`config.mk`:
```
export PLATFORM = sky130hd
export DESIGN_NAME = image_l1_l2_distance
export DESIGN_NICKNAME = d
export VERILOG_FILES = /design/src/idist_pkg.sv /design/src/idist_lane.sv /design/src/idist_merge.sv /design/src/idist_root.sv /design/src/image_l1_l2_distance.sv
export SDC_FILE = /design/constraint.sdc
export NUM_CORES = 2
export LEC_CHECK = 0
export ABC_AREA = 1
export ABC_CLOCK_PERIOD_IN_PS = 7950
export BUFFER_PORTS_ARGS = -buffer_cell sky130_fd_sc_hd__buf_4
export CAP_MARGIN = 15
export CORE_MARGIN = 5
export CORE_UTILIZATION = 50
export CTS_CLUSTER_SIZE = 16
export DETAILED_ROUTE_END_ITERATION = 10
export GPL_ROUTABILITY_DRIVEN = 0
export HOLD_SLACK_MARGIN = 0.1
export PLACE_DENSITY = 0.66
export SYNTH_ARGS = -nofsm -noshare
export SYNTH_HDL_FRONTEND = slang
export SYNTH_SLANG_ARGS = --single-unit
export TNS_END_PERCENT = 30
```
`constraint.sdc`:
```
create_clock -name i_clk -period 7.95 [get_ports i_clk]
set_input_delay 1.1925 -clock i_clk [delete_from_list [all_inputs] [get_ports i_clk]]
set_output_delay 1.1925 -clock i_clk [all_outputs]
set_load 0.02 [all_outputs]
```
`src/idist_pkg.sv`:
```
// ----------------------------------------------------------------------------
// idist_pkg
// Shared constants and types for the image L1/L2 distance block.
// ----------------------------------------------------------------------------
package idist_pkg;

    localparam int INPUT_CHANNELS  = 4;   // channel fields carried per pixel
    localparam int SUM_BITS        = 42;
    localparam int METRIC_BITS     = 34;
    localparam int SEEN_BITS       = 25;
    localparam int FRAC_BITS       = 8;
    localparam int ROOT_IN_BITS    = SUM_BITS + 2 * FRAC_BITS;
    localparam int ROOT_BITS       = ROOT_IN_BITS / 2;
    localparam int M_TDATA_BITS    = ((METRIC_BITS + SEEN_BITS + 7) / 8) * 8;

    localparam int CFG_INDEX_BITS  = 2;
    localparam int CFG_DATA_BITS   = 3;

    localparam logic [CFG_INDEX_BITS-1:0] CFG_NORM_MODE     = 2'd0;
    localparam logic [CFG_INDEX_BITS-1:0] CFG_CHANNEL_COUNT = 2'd1;

    localparam logic       MODE_L1 = 1'b0;
    localparam logic       MODE_L2 = 1'b1;
    localparam logic [2:0] CHANNEL_COUNT_RESET = 3'd4;

    typedef struct packed {
        logic [SUM_BITS-1:0]  sum;
        logic [SEEN_BITS-1:0] seen;
        logic                 ovf;
        logic                 mode;
    } t_frame;

endpackage

```
`src/idist_lane.sv`:
```
// ----------------------------------------------------------------------------
// idist_lane
// One channel lane: absolute difference, optionally squared, registered.
// ----------------------------------------------------------------------------
module idist_lane #(
    parameter int CHANNEL_BITS = 8
) (
    input  logic                      i_clk,
    input  logic                      i_load,
    input  logic                      i_enable,
    input  logic                      i_mode,
    input  logic [CHANNEL_BITS-1:0]   i_first,
    input  logic [CHANNEL_BITS-1:0]   i_second,
    output logic [2*CHANNEL_BITS-1:0] o_value
);

    logic [CHANNEL_BITS-1:0]   w_diff;
    logic [2*CHANNEL_BITS-1:0] n_value;
    logic [2*CHANNEL_BITS-1:0] r_value;

    always_comb begin
        w_diff = (i_first >= i_second) ? (i_first - i_second) : (i_second - i_first);
        if (!i_enable) begin
            n_value = '0;
        end else if (i_mode == idist_pkg::MODE_L2) begin
            n_value = w_diff * w_diff;
        end else begin
            n_value = (2*CHANNEL_BITS)'(w_diff);
        end
    end

    always_ff @(posedge i_clk) begin
        if (i_load) begin
            r_value <= n_value;
        end
    end

    assign o_value = r_value;

endmodule

```
`src/idist_merge.sv`:
```
// ----------------------------------------------------------------------------
// idist_merge
// Adds the lane results into the saturating sum, counts pixel pairs and
// hands off the frame totals on the last pixel.
// ----------------------------------------------------------------------------
module idist_merge #(
    parameter int PIXEL_COUNT_BITS = 24,
    parameter int CHANNELS         = 4,
    parameter int CHANNEL_BITS     = 8
) (
    input  logic                                 i_clk,
    input  logic                                 i_rst_n,
    input  logic                                 i_accept,
    input  logic                                 i_last,
    input  logic                                 i_mode,
    input  logic [CHANNELS*2*CHANNEL_BITS-1:0]   i_lanes,
    output logic                                 o_frame_valid,
    output idist_pkg::t_frame                    o_frame
);

    localparam int LANE_BITS  = 2 * CHANNEL_BITS;
    localparam int TOTAL_BITS = LANE_BITS + $clog2(CHANNELS) + 1;
    localparam int CNT_BITS   = PIXEL_COUNT_BITS + 1;

    logic                              r_s1_valid;
    logic                              r_s1_last;
    logic                              r_s1_mode;
    logic [idist_pkg::SUM_BITS-1:0]    r_sum;
    logic [CNT_BITS-1:0]               r_count;
    logic                              r_ovf;
    logic                              r_frame_valid;
    idist_pkg::t_frame                 r_frame;

    logic [TOTAL_BITS-1:0]             w_total;
    logic [idist_pkg::SUM_BITS:0]      w_add;
    logic [idist_pkg::SUM_BITS-1:0]    n_sum;
    logic [CNT_BITS-1:0]               n_count;
    logic                              n_ovf;

    always_comb begin
        w_total = '0;
        for (int c = 0; c < CHANNELS; c++) begin
            w_total = w_total + TOTAL_BITS'(i_lanes[c*LANE_BITS +: LANE_BITS]);
        end
        w_add = {1'b0, r_sum} + (idist_pkg::SUM_BITS+1)'(w_total);
        n_ovf = r_ovf;
        if (w_add[idist_pkg::SUM_BITS]) begin
            n_sum = '1;
            n_ovf = 1'b1;
        end else begin
            n_sum = w_add[idist_pkg::SUM_BITS-1:0];
        end
        if (r_count[PIXEL_COUNT_BITS]) begin
            n_count = r_count;
            n_ovf   = 1'b1;
        end else begin
            n_count = r_count + 1'b1;
        end
    end

    always_ff @(posedge i_clk) begin
        if (!i_rst_n) begin
            r_s1_valid    <= 1'b0;
            r_sum         <= '0;
            r_count       <= '0;
            r_ovf         <= 1'b0;
            r_frame_valid <= 1'b0;
        end else begin
            r_s1_valid    <= i_accept;
            r_frame_valid <= r_s1_valid && r_s1_last;
            if (r_s1_valid) begin
                if (r_s1_last) begin
                    r_sum   <= '0;
                    r_count <= '0;
                    r_ovf   <= 1'b0;
                end else begin
                    r_sum   <= n_sum;
                    r_count <= n_count;
                    r_ovf   <= n_ovf;
                end
            end
        end
    end

    always_ff @(posedge i_clk) begin
        if (i_accept) begin
            r_s1_last <= i_last;
            r_s1_mode <= i_mode;
        end
        if (r_s1_valid && r_s1_last) begin
            r_frame.sum  <= n_sum;
            r_frame.seen <= idist_pkg::SEEN_BITS'(n_count);
            r_frame.ovf  <= n_ovf;
            r_frame.mode <= r_s1_mode;
        end
    end

    assign o_frame_valid = r_frame_valid;
    assign o_frame       = r_frame;

endmodule

```
`src/idist_root.sv`:
```
// ----------------------------------------------------------------------------
// idist_root
// Bit-serial integer square root, one result bit per cycle, truncating.
// ----------------------------------------------------------------------------
module idist_root (
    input  logic                              i_clk,
    input  logic                              i_rst_n,
    input  logic                              i_start,
    input  logic [idist_pkg::ROOT_IN_BITS-1:0] i_value,
    output logic                              o_done,
    output logic [idist_pkg::ROOT_BITS-1:0]    o_root
);

    localparam int IN_BITS   = idist_pkg::ROOT_IN_BITS;
    localparam int ACC_BITS  = IN_BITS + 1;
    localparam int ITER_BITS = $clog2(idist_pkg::ROOT_BITS);
    localparam logic [ITER_BITS-1:0] LAST_ITER = ITER_BITS'(idist_pkg::ROOT_BITS - 1);

    logic                  r_busy;
    logic                  r_done;
    logic [ITER_BITS-1:0]  r_iter;
    logic [IN_BITS-1:0]    r_rest;
    logic [ACC_BITS-1:0]   r_acc;
    logic [IN_BITS-1:0]    r_probe;

    logic [ACC_BITS-1:0]   w_trial;
    logic                  w_take;

    always_comb begin
        w_trial = r_acc + ACC_BITS'(r_probe);
        w_take  = ACC_BITS'(r_rest) >= w_trial;
    end

    always_ff @(posedge i_clk) begin
        if (!i_rst_n) begin
            r_busy <= 1'b0;
            r_done <= 1'b0;
        end else begin
            r_done <= 1'b0;
            if (i_start) begin
                r_busy <= 1'b1;
            end else if (r_busy && r_iter == LAST_ITER) begin
                r_busy <= 1'b0;
                r_done <= 1'b1;
            end
        end
    end

    always_ff @(posedge i_clk) begin
        if (i_start) begin
            r_rest  <= i_value;
            r_acc   <= '0;
            r_probe <= IN_BITS'(1) << (IN_BITS - 2);
            r_iter  <= '0;
        end else if (r_busy) begin
            if (w_take) begin
                r_rest <= r_rest - w_trial[IN_BITS-1:0];
                r_acc  <= (r_acc >> 1) + ACC_BITS'(r_probe);
            end else begin
                r_acc  <= r_acc >> 1;
            end
            r_probe <= r_probe >> 2;
            r_iter  <= r_iter + 1'b1;
        end
    end

    assign o_done = r_done;
    assign o_root = r_acc[idist_pkg::ROOT_BITS-1:0];

endmodule

```
`src/image_l1_l2_distance.sv`:
```
// ----------------------------------------------------------------------------
// image_l1_l2_distance
// Streaming L1 / L2 distance between two images, one pixel pair per request.
// ----------------------------------------------------------------------------
// Pixel pairs are taken one per cycle while the input is not stalled: each channel has its own lane that
// forms the absolute (L1) or squared (L2) difference, and a merge stage adds
// the lanes into a 42-bit saturating sum and counts pairs. After a request
// with tlast the input stalls until the frame result reaches the output
// register; in L2 mode the wait is set by the square root unit that
// resolves one result bit per cycle (29 bits).
// A result waiting at the output does not block the next frame's pixels.
// L2 results carry 8 fraction bits; all values are in units of 1/255.
// ----------------------------------------------------------------------------
module image_l1_l2_distance #(
    parameter int PIXEL_COUNT_BITS = 24,
    parameter int CHANNELS         = 4,
    parameter int CHANNEL_BITS     = 8
) (
    input  logic                                  i_clk,
    input  logic                                  i_rst_n,
    // configuration write channel
    input  logic                                  i_cfg_valid,
    output logic                                  o_cfg_ready,
    input  logic [idist_pkg::CFG_INDEX_BITS-1:0]  i_cfg_index,
    input  logic [idist_pkg::CFG_DATA_BITS-1:0]   i_cfg_data,
    // pixel pair stream
    input  logic                                  i_s_tvalid,
    output logic                                  o_s_tready,
    // first_ch0, first_ch1, first_ch2, first_ch3,
    // second_ch0, second_ch1, second_ch2, second_ch3
    input  logic [2*idist_pkg::INPUT_CHANNELS*CHANNEL_BITS-1:0] i_s_tdata,
    input  logic                                  i_s_tlast,     // last_pixel
    // result stream
    output logic                                  o_m_tvalid,
    input  logic                                  i_m_tready,
    // metric_value, pixels_seen, zero fill
    output logic [idist_pkg::M_TDATA_BITS-1:0]    o_m_tdata,
    output logic                                  o_m_tuser      // saturated
);

    localparam int LANE_BITS = 2 * CHANNEL_BITS;

    logic                                  r_norm_mode;
    logic [2:0]                            r_channel_count;
    logic                                  r_pending;
    logic                                  r_res_valid;
    logic [idist_pkg::METRIC_BITS-1:0]     r_res_metric;
    logic [idist_pkg::SEEN_BITS-1:0]       r_res_seen;
    logic                                  r_res_sat;
    idist_pkg::t_frame                     r_fin;
    logic                                  r_m_valid;
    logic [idist_pkg::M_TDATA_BITS-1:0]    r_m_data;
    logic                                  r_m_user;

    logic                                  w_accept;
    logic                                  w_out_load;
    logic [CHANNELS-1:0]                   w_lane_en;
    logic [CHANNELS*LANE_BITS-1:0]         w_lanes;
    logic                                  w_frame_valid;
    idist_pkg::t_frame                     w_frame;
    logic                                  w_root_start;
    logic                                  w_root_done;
    logic [idist_pkg::ROOT_BITS-1:0]       w_root;
    logic                                  w_l1_clamp;

    assign o_cfg_ready = 1'b1;
    assign o_s_tready  = !r_pending;
    assign w_accept    = i_s_tvalid && !r_pending;
    assign w_out_load  = r_res_valid && (!r_m_valid || i_m_tready);

    always_ff @(posedge i_clk) begin
        if (!i_rst_n) begin
            r_norm_mode     <= idist_pkg::MODE_L2;
            r_channel_count <= idist_pkg::CHANNEL_COUNT_RESET;
        end else if (i_cfg_valid) begin
            case (i_cfg_index)
                idist_pkg::CFG_NORM_MODE:     r_norm_mode     <= i_cfg_data[0];
                idist_pkg::CFG_CHANNEL_COUNT: r_channel_count <= i_cfg_data;
                default: ;
            endcase
        end
    end

    // channel count 0 acts as 1, above CHANNELS acts as CHANNELS
    always_comb begin
        for (int c = 0; c < CHANNELS; c++) begin
            w_lane_en[c] = (c == 0) || (r_channel_count > 3'(c));
        end
    end

    for (genvar c = 0; c < CHANNELS; c++) begin : g_lane
        idist_lane #(
            .CHANNEL_BITS (CHANNEL_BITS)
        ) u_lane (
            .i_clk    (i_clk),
            .i_load   (w_accept),
            .i_enable (w_lane_en[c]),
            .i_mode   (r_norm_mode),
            .i_first  (i_s_tdata[c*CHANNEL_BITS +: CHANNEL_BITS]),
            .i_second (i_s_tdata[(idist_pkg::INPUT_CHANNELS+c)*CHANNEL_BITS +: CHANNEL_BITS]),
            .o_value  (w_lanes[c*LANE_BITS +: LANE_BITS])
        );
    end

    idist_merge #(
        .PIXEL_COUNT_BITS (PIXEL_COUNT_BITS),
        .CHANNELS         (CHANNELS),
        .CHANNEL_BITS     (CHANNEL_BITS)
    ) u_merge (
        .i_clk         (i_clk),
        .i_rst_n       (i_rst_n),
        .i_accept      (w_accept),
        .i_last        (i_s_tlast),
        .i_mode        (r_norm_mode),
        .i_lanes       (w_lanes),
        .o_frame_valid (w_frame_valid),
        .o_frame       (w_frame)
    );

    assign w_root_start = w_frame_valid && (w_frame.mode == idist_pkg::MODE_L2);

    idist_root u_root (
        .i_clk   (i_clk),
        .i_rst_n (i_rst_n),
        .i_start (w_root_start),
        .i_value ({w_frame.sum, (2*idist_pkg::FRAC_BITS)'(0)}),
        .o_done  (w_root_done),
        .o_root  (w_root)
    );

    assign w_l1_clamp = |w_frame.sum[idist_pkg::SUM_BITS-1:idist_pkg::METRIC_BITS];

    always_ff @(posedge i_clk) begin
        if (!i_rst_n) begin
            r_pending   <= 1'b0;
            r_res_valid <= 1'b0;
            r_m_valid   <= 1'b0;
        end else begin
            if (w_accept && i_s_tlast) begin
                r_pending <= 1'b1;
            end else if (w_out_load) begin
                r_pending <= 1'b0;
            end
            if ((w_frame_valid && w_frame.mode == idist_pkg::MODE_L1) || w_root_done) begin
                r_res_valid <= 1'b1;
            end else if (w_out_load) begin
                r_res_valid <= 1'b0;
            end
            if (w_out_load) begin
                r_m_valid <= 1'b1;
            end else if (i_m_tready) begin
                r_m_valid <= 1'b0;
            end
        end
    end

    always_ff @(posedge i_clk) begin
        if (w_frame_valid) begin
            r_fin <= w_frame;
        end
        if (w_frame_valid && w_frame.mode == idist_pkg::MODE_L1) begin
            r_res_metric <= w_l1_clamp ? '1 : w_frame.sum[idist_pkg::METRIC_BITS-1:0];
            r_res_seen   <= w_frame.seen;
            r_res_sat    <= w_frame.ovf || w_l1_clamp;
        end else if (w_root_done) begin
            r_res_metric <= idist_pkg::METRIC_BITS'(w_root);
            r_res_seen   <= r_fin.seen;
            r_res_sat    <= r_fin.ovf;
        end
        if (w_out_load) begin
            r_m_data <= idist_pkg::M_TDATA_BITS'({r_res_seen, r_res_metric});
            r_m_user <= r_res_sat;
        end
    end

    assign o_m_tvalid = r_m_valid;
    assign o_m_tdata  = r_m_data;
    assign o_m_tuser  = r_m_user;

endmodule
```
# Word-level counts from Yosys, hierarchy flattened
# Index checks and enable logic that the tools add are counted.
[word_totals] out_inout_bits=68 in_bits=75 reg_bits=511
[op_classes] n_eq_ne=2 n_reduce_logical=29 bitwise_logic=2 muxes=34 n_addsub=17 n_lt_le_gt_ge=8 n_mul=4
[op_table] cell="$mux 58" count=3
[op_table] cell="$mux 34" count=3
[op_table] cell="$mux 25" count=4
[op_table] cell="$mux 42" count=2
[op_table] cell="$mul 8x8->16" count=4
[op_table] cell="$mux 8" count=8
[op_table] cell="$sub 8x8->8" count=8
[op_table] cell="$add 58x57->59" count=1
[op_table] cell="$add 59x57->59" count=1
[op_table] cell="$ge 58x59->1" count=1
[op_table] cell="$mux 59" count=1
[op_table] cell="$sub 58x58->58" count=1
[op_table] cell="$add 42x19->43" count=1
[op_table] cell="$add 19x16->19" count=2
[op_table] cell="$ge 8x8->1" count=4
[op_table] cell="$add 25x1->25 const B" count=1
[op_table] cell="$add 16x16->17" count=1
[op_table] cell="$reduce_and 2->1" count=7
[op_table] cell="$reduce_bool 2->1" count=7
[op_table] cell="$mux 1" count=13
[op_table] cell="$reduce_or 8->1" count=1
[op_table] cell="$logic_and 1x1->1" count=7
[op_table] cell="$gt 3x2->1 const B" count=2
[op_table] cell="$add 5x1->5 const B" count=1
[op_table] cell="8 further kinds" count=12

# Logic depth before layout (Yosys ltp)
[logic_depth] depth_word=7 mapped_depth=36

# Modules after synthesis
# A second synthesis with hierarchy kept.
[hier_totals] cells_unflattened=6049 hier_area_um2=44869.3
[by_module_without_submodules] mod="idist_root" n_inst=1 seq_area_each_um2=3643.5 cells_per_inst=2732 area_per_inst_um2=16657.2
[by_module_without_submodules] mod="idist_merge" n_inst=1 seq_area_each_um2=3533.4 cells_per_inst=1232 area_per_inst_um2=9536.6
[by_module_without_submodules] mod="idist_lane at g_lane[2].u_lane ..." n_inst=2 seq_area_each_um2=480.5 cells_per_inst=421 area_per_inst_um2=3229.3
[by_module_without_submodules] mod="image_l1_l2_distance" n_inst=1 seq_area_each_um2=4524.3 cells_per_inst=401 area_per_inst_um2=5714.2
[by_module_without_submodules] mod="idist_lane at g_lane[0].u_lane" n_inst=1 seq_area_each_um2=480.5 cells_per_inst=421 area_per_inst_um2=3275.6
[by_module_without_submodules] mod="idist_lane at g_lane[1].u_lane" n_inst=1 seq_area_each_um2=480.5 cells_per_inst=421 area_per_inst_um2=3226.8

# Least setup slack after synthesis
# Ideal clock, no wire load.
[synth_path] kind="input port to flip-flop" startpoint="input i_s_tdata[16] (netlist bit)" endpoint="register g_lane[2].u_lane.r_value[15], data pin" path_buffers=0 path_stages=28 t_required_ns=7.689 slack_ns=1.263 arrival_time_ns=6.427 cell_sequence="inv_1 -> ha_1 -> inv_1 -> fa_1 -> nand2_1 -> nand2_1 -> nand2_1 -> nand3_1 -> or2_2 -> o21ai_0 -> xnor2_1 -> inv_1 -> nor2_1 -> fa_1 -> fa_1 -> inv_1 -> fa_1 -> inv_1 -> fa_1 -> ha_1 -> a21oi_1 -> o21ai_0 -> a21oi_1 -> o21ai_0 -> a21oi_1 -> nor2_1 -> o22ai_1 -> a21oi_1"
[synth_via] elab_chain_cells=3 word_cells_on_any_way=5 cone_classes="2 x add/sub; 1 x mul; 1 x order compare; 1 x mux"
[synth_lines] element="from (decl)" line_no="image_l1_l2_distance.sv:31" source="input logic [2*idist_pkg::INPUT_CHANNELS*CHANNEL_BITS-1:0] i_s_tdata,"
[synth_lines] element="$sub 8x8->8 / $ge 8x8->1 (equally long branches)" line_no="idist_lane.sv:22" source="w_diff = (i_first >= i_second) ? (i_first - i_second) : (i_second - i_first);"
[synth_lines] element="$mux 8 (*)" line_no="idist_lane.sv:22"
[synth_lines] element="$mul 8x8->16 (*)" line_no="idist_lane.sv:26" source="n_value = w_diff * w_diff;"
[synth_lines] element="to (signal assigned)" line_no="idist_lane.sv:34" source="r_value <= n_value;"
[synth_lines] element="to (decl)" line_no="idist_lane.sv:19" source="logic [2*CHANNEL_BITS-1:0] r_value;"
# Mark *: on every way between the ends. The rest lies on a longest branch, timed or not.
# A chain may end at the register's enable or synchronous reset.

# Worst setup path after layout
# Ends and elaborated chain as after synthesis.

==> flow_summary.ini <==
[clocking]
numCtsBuffers = 58
cts_resized = 0
clock_latency_ns = 0.66
cts_root_buf = clkbuf_16
cts_hold_buf = 0
cts_htree_levels = 2
clkSinkCount = 511
post_cts_buffers = 0
clock_path_buffers = 3
path_clk_slew_ns = 0.06
cts_tree = yes

[die]
rows = 106
die_x_microns = 300
die_area_sq_mm = 0.0902
die_h_microns = 300
ios = 143
start_util_pct = 50.4
core_sq_mm = 0.0837

[drt]
viasPerCell = 5.42
wl_microns = 121000
drt_first_iter_violations = 2972
wl_per_cell_microns = 17.3
first_pass_iters = 9
drc = 0
via_count = 37800
drtAntennaViolNets = 0

[sta]
fin_crit_ns = 6.79
skew_ns = 0.0478
report.final.slew_viol_count = 0
fin_hold_ws_ns = 0.390
slew_headroom_pct = 31.5
setup_viol = 0
setup_tns_ns = 0
tightest_slew_ns = 1.02
rsz0062_at_grt = no
hold_violations = 0
clock.fmax_mhz = 147
fin_crit_sh_pct = 85.4

[setup_path]
crit_type = primary input to register
cp_slowest_stage_delay_ns = 0.54
crit_required_ns = 8.31
reg2reg_depth = 32
endpoint_kind = register
arrival_ns = 7.15
crit_fanout = 8
cp_slowest_cell = fa_1
worst_setup_path_start_kind = primary input

[synth]
ys.flop_type = edfxtp_1
yosysMostFrequentCell = nand2_1
syn_area_per_cell_sq_um = 7.41
synth_edf_count = 323
yosys.area.top_type = edfxtp_1
ys_seq_elements = 511
yosysTopAreaCellShare_pct = 23.0
synth_seq_area_share_pct = 31.9
netlist_area_sq_mm = 0.0421
synthTopCellsByArea = edfxtp_1, nand2_1, ha_1
postSynth.asyncResetShare_pct = 0
synth_cells = 5688
ys_warn_count = 0
ys_types = 63
yosys-top-cells-count = nand2_1, inv_1, nor2_1

[grt]
grt_usage_pct = 26.2
grt_pass1_wl_microns = 192000
antenna_found_initial = 0
grt_pass1_vias = 36100
grt_max_degree = 75
grt-ovfl-total = 0

[finish]
area_growth_pct = 9.71
fin_cells = 6977
nets = 6344
diodes = 0
drive_gt1_share_pct = 6.20

[job]
cap_violations = 0

[hold_path]
worstHoldPathCells = 0
holdCritPathClass = register to register

[outcome]
status = finished, final reports clean

[placed_design]
io_buffer_count = 136
dpl.cell_count = 6867
dp_hpwl_microns = 96100
[kinds of logic (layout without fill, tap and decap cells)]
kind of cell             count (synthesis)  in the layout  synth area share (%)
AND/OR/NAND/NOR                       2398           2398                  23.5
flip-flops                             511            511                  31.9
other                                    2              6                0.0178
multiplexers                             2              2                0.0475
adder cells (fa/ha/maj)                476            476                  16.4
buffers and inverters                 1063           1214                  9.77
AO/OA/AOI/OAI                          987            987                  13.1
XOR/XNOR                               249            249                  5.19
[final cells by class]
| class | instances | area, sq um |
|---|---|---|
| Clock buffer | 73 | 1570 |
| Clock inverter | 37 | 384 |
| Fill cell | 8075 | 37400 |
| Inverter | 937 | 3520 |
| Multi-Input combinational cell | 4118 | 24600 |
| Sequential cell | 511 | 13500 |
| Tap cell | 1134 | 1420 |
| Timing Repair Buffer | 167 | 1250 |
[layout by cell type, fill, tap and decap left out, drive strengths merged, types with 40 or more instances in the layout]
| cell type | synthesis | final |
|---|---|---|
| nand2 | 1362 | 1362 |
| inv | 933 | 939 |
| nor2 | 554 | 554 |
| a21oi | 418 | 418 |
| ha | 348 | 348 |
| edfxtp | 323 | 323 |
| nand3 | 302 | 302 |
| o21ai | 292 | 292 |
| dfxtp | 188 | 188 |
| buf | 53 | 167 |
| xor2 | 155 | 155 |
| fa | 128 | 128 |
| xnor2 | 94 | 94 |
| o22ai | 74 | 74 |
| clkbuf | 73 | 73 |
| nor3 | 64 | 64 |
| a31oi | 56 | 56 |
| nand4 | 43 | 43 |
| o21bai | 40 | 40 |
[through the flow]
stage          worst slack (ns)  util [%]  cell area (sq um)
2_1_floorplan              1.26         -              42200
3_3_place_gp              0.707      52.9              44300
3_5_place_dp              0.583      52.9              44300
4_1_cts                    1.24      55.3              46200
5_1_grt                   0.684      55.3              46200
6_report                   1.16      55.3              46200
[layer usage]
| layer | wire (microns) | vias to the layer above | GRT usage, % |
|---|---|---|---|
| met5 | 0 | - | 0 |
| met4 | 5970 | 0 | 10.8 |
| met3 | 8240 | 282 | 4.09 |
| met2 | 56400 | 1248 | 44.6 |
| met1 | 50200 | 17500 | 33.2 |
| li1 | - | 18800 | - |
[critical path: cells and delay by family]
kind	cells	cell delay, ns
and+or+nand+nor	7	1.05
xor gates and xnor gates	1	0.21
AOI/OAI and AO/OA	8	1.14
adders and majority gates	7	2.98
buffers and inverters	6	0.54
[path summary, 6_finish.rpt]
kind / startpoint / slack, ns / to
setup reg to reg: g_lane[1].u_lane.o_value[2] / 1.46 / u_merge.r_sum[22]
hold reg to reg: r_res_metric[14] / 0.39 / o_m_tdata[14]
setup / recovery: i_s_tdata[16] / 1.16 / g_lane[2].u_lane.o_value[15]
hold / removal: r_res_metric[14] / 0.39 / o_m_tdata[14]
[flip-flops by register name (all words and copies together) (netlist names), 26 cells and up]
name,cells
u_root.r_acc,59
u_root.r_rest,58
o_m_tdata,59
u_merge.o_frame,69
u_merge.r_sum,42
r_fin,26
g_lane.u_lane.o_value,64
r_res_metric,34
u_root.r_probe,29
Power is left out: the tool's default activity adds up to more than one toggle a clock period on the data nets, which glitch-free logic cannot reach.
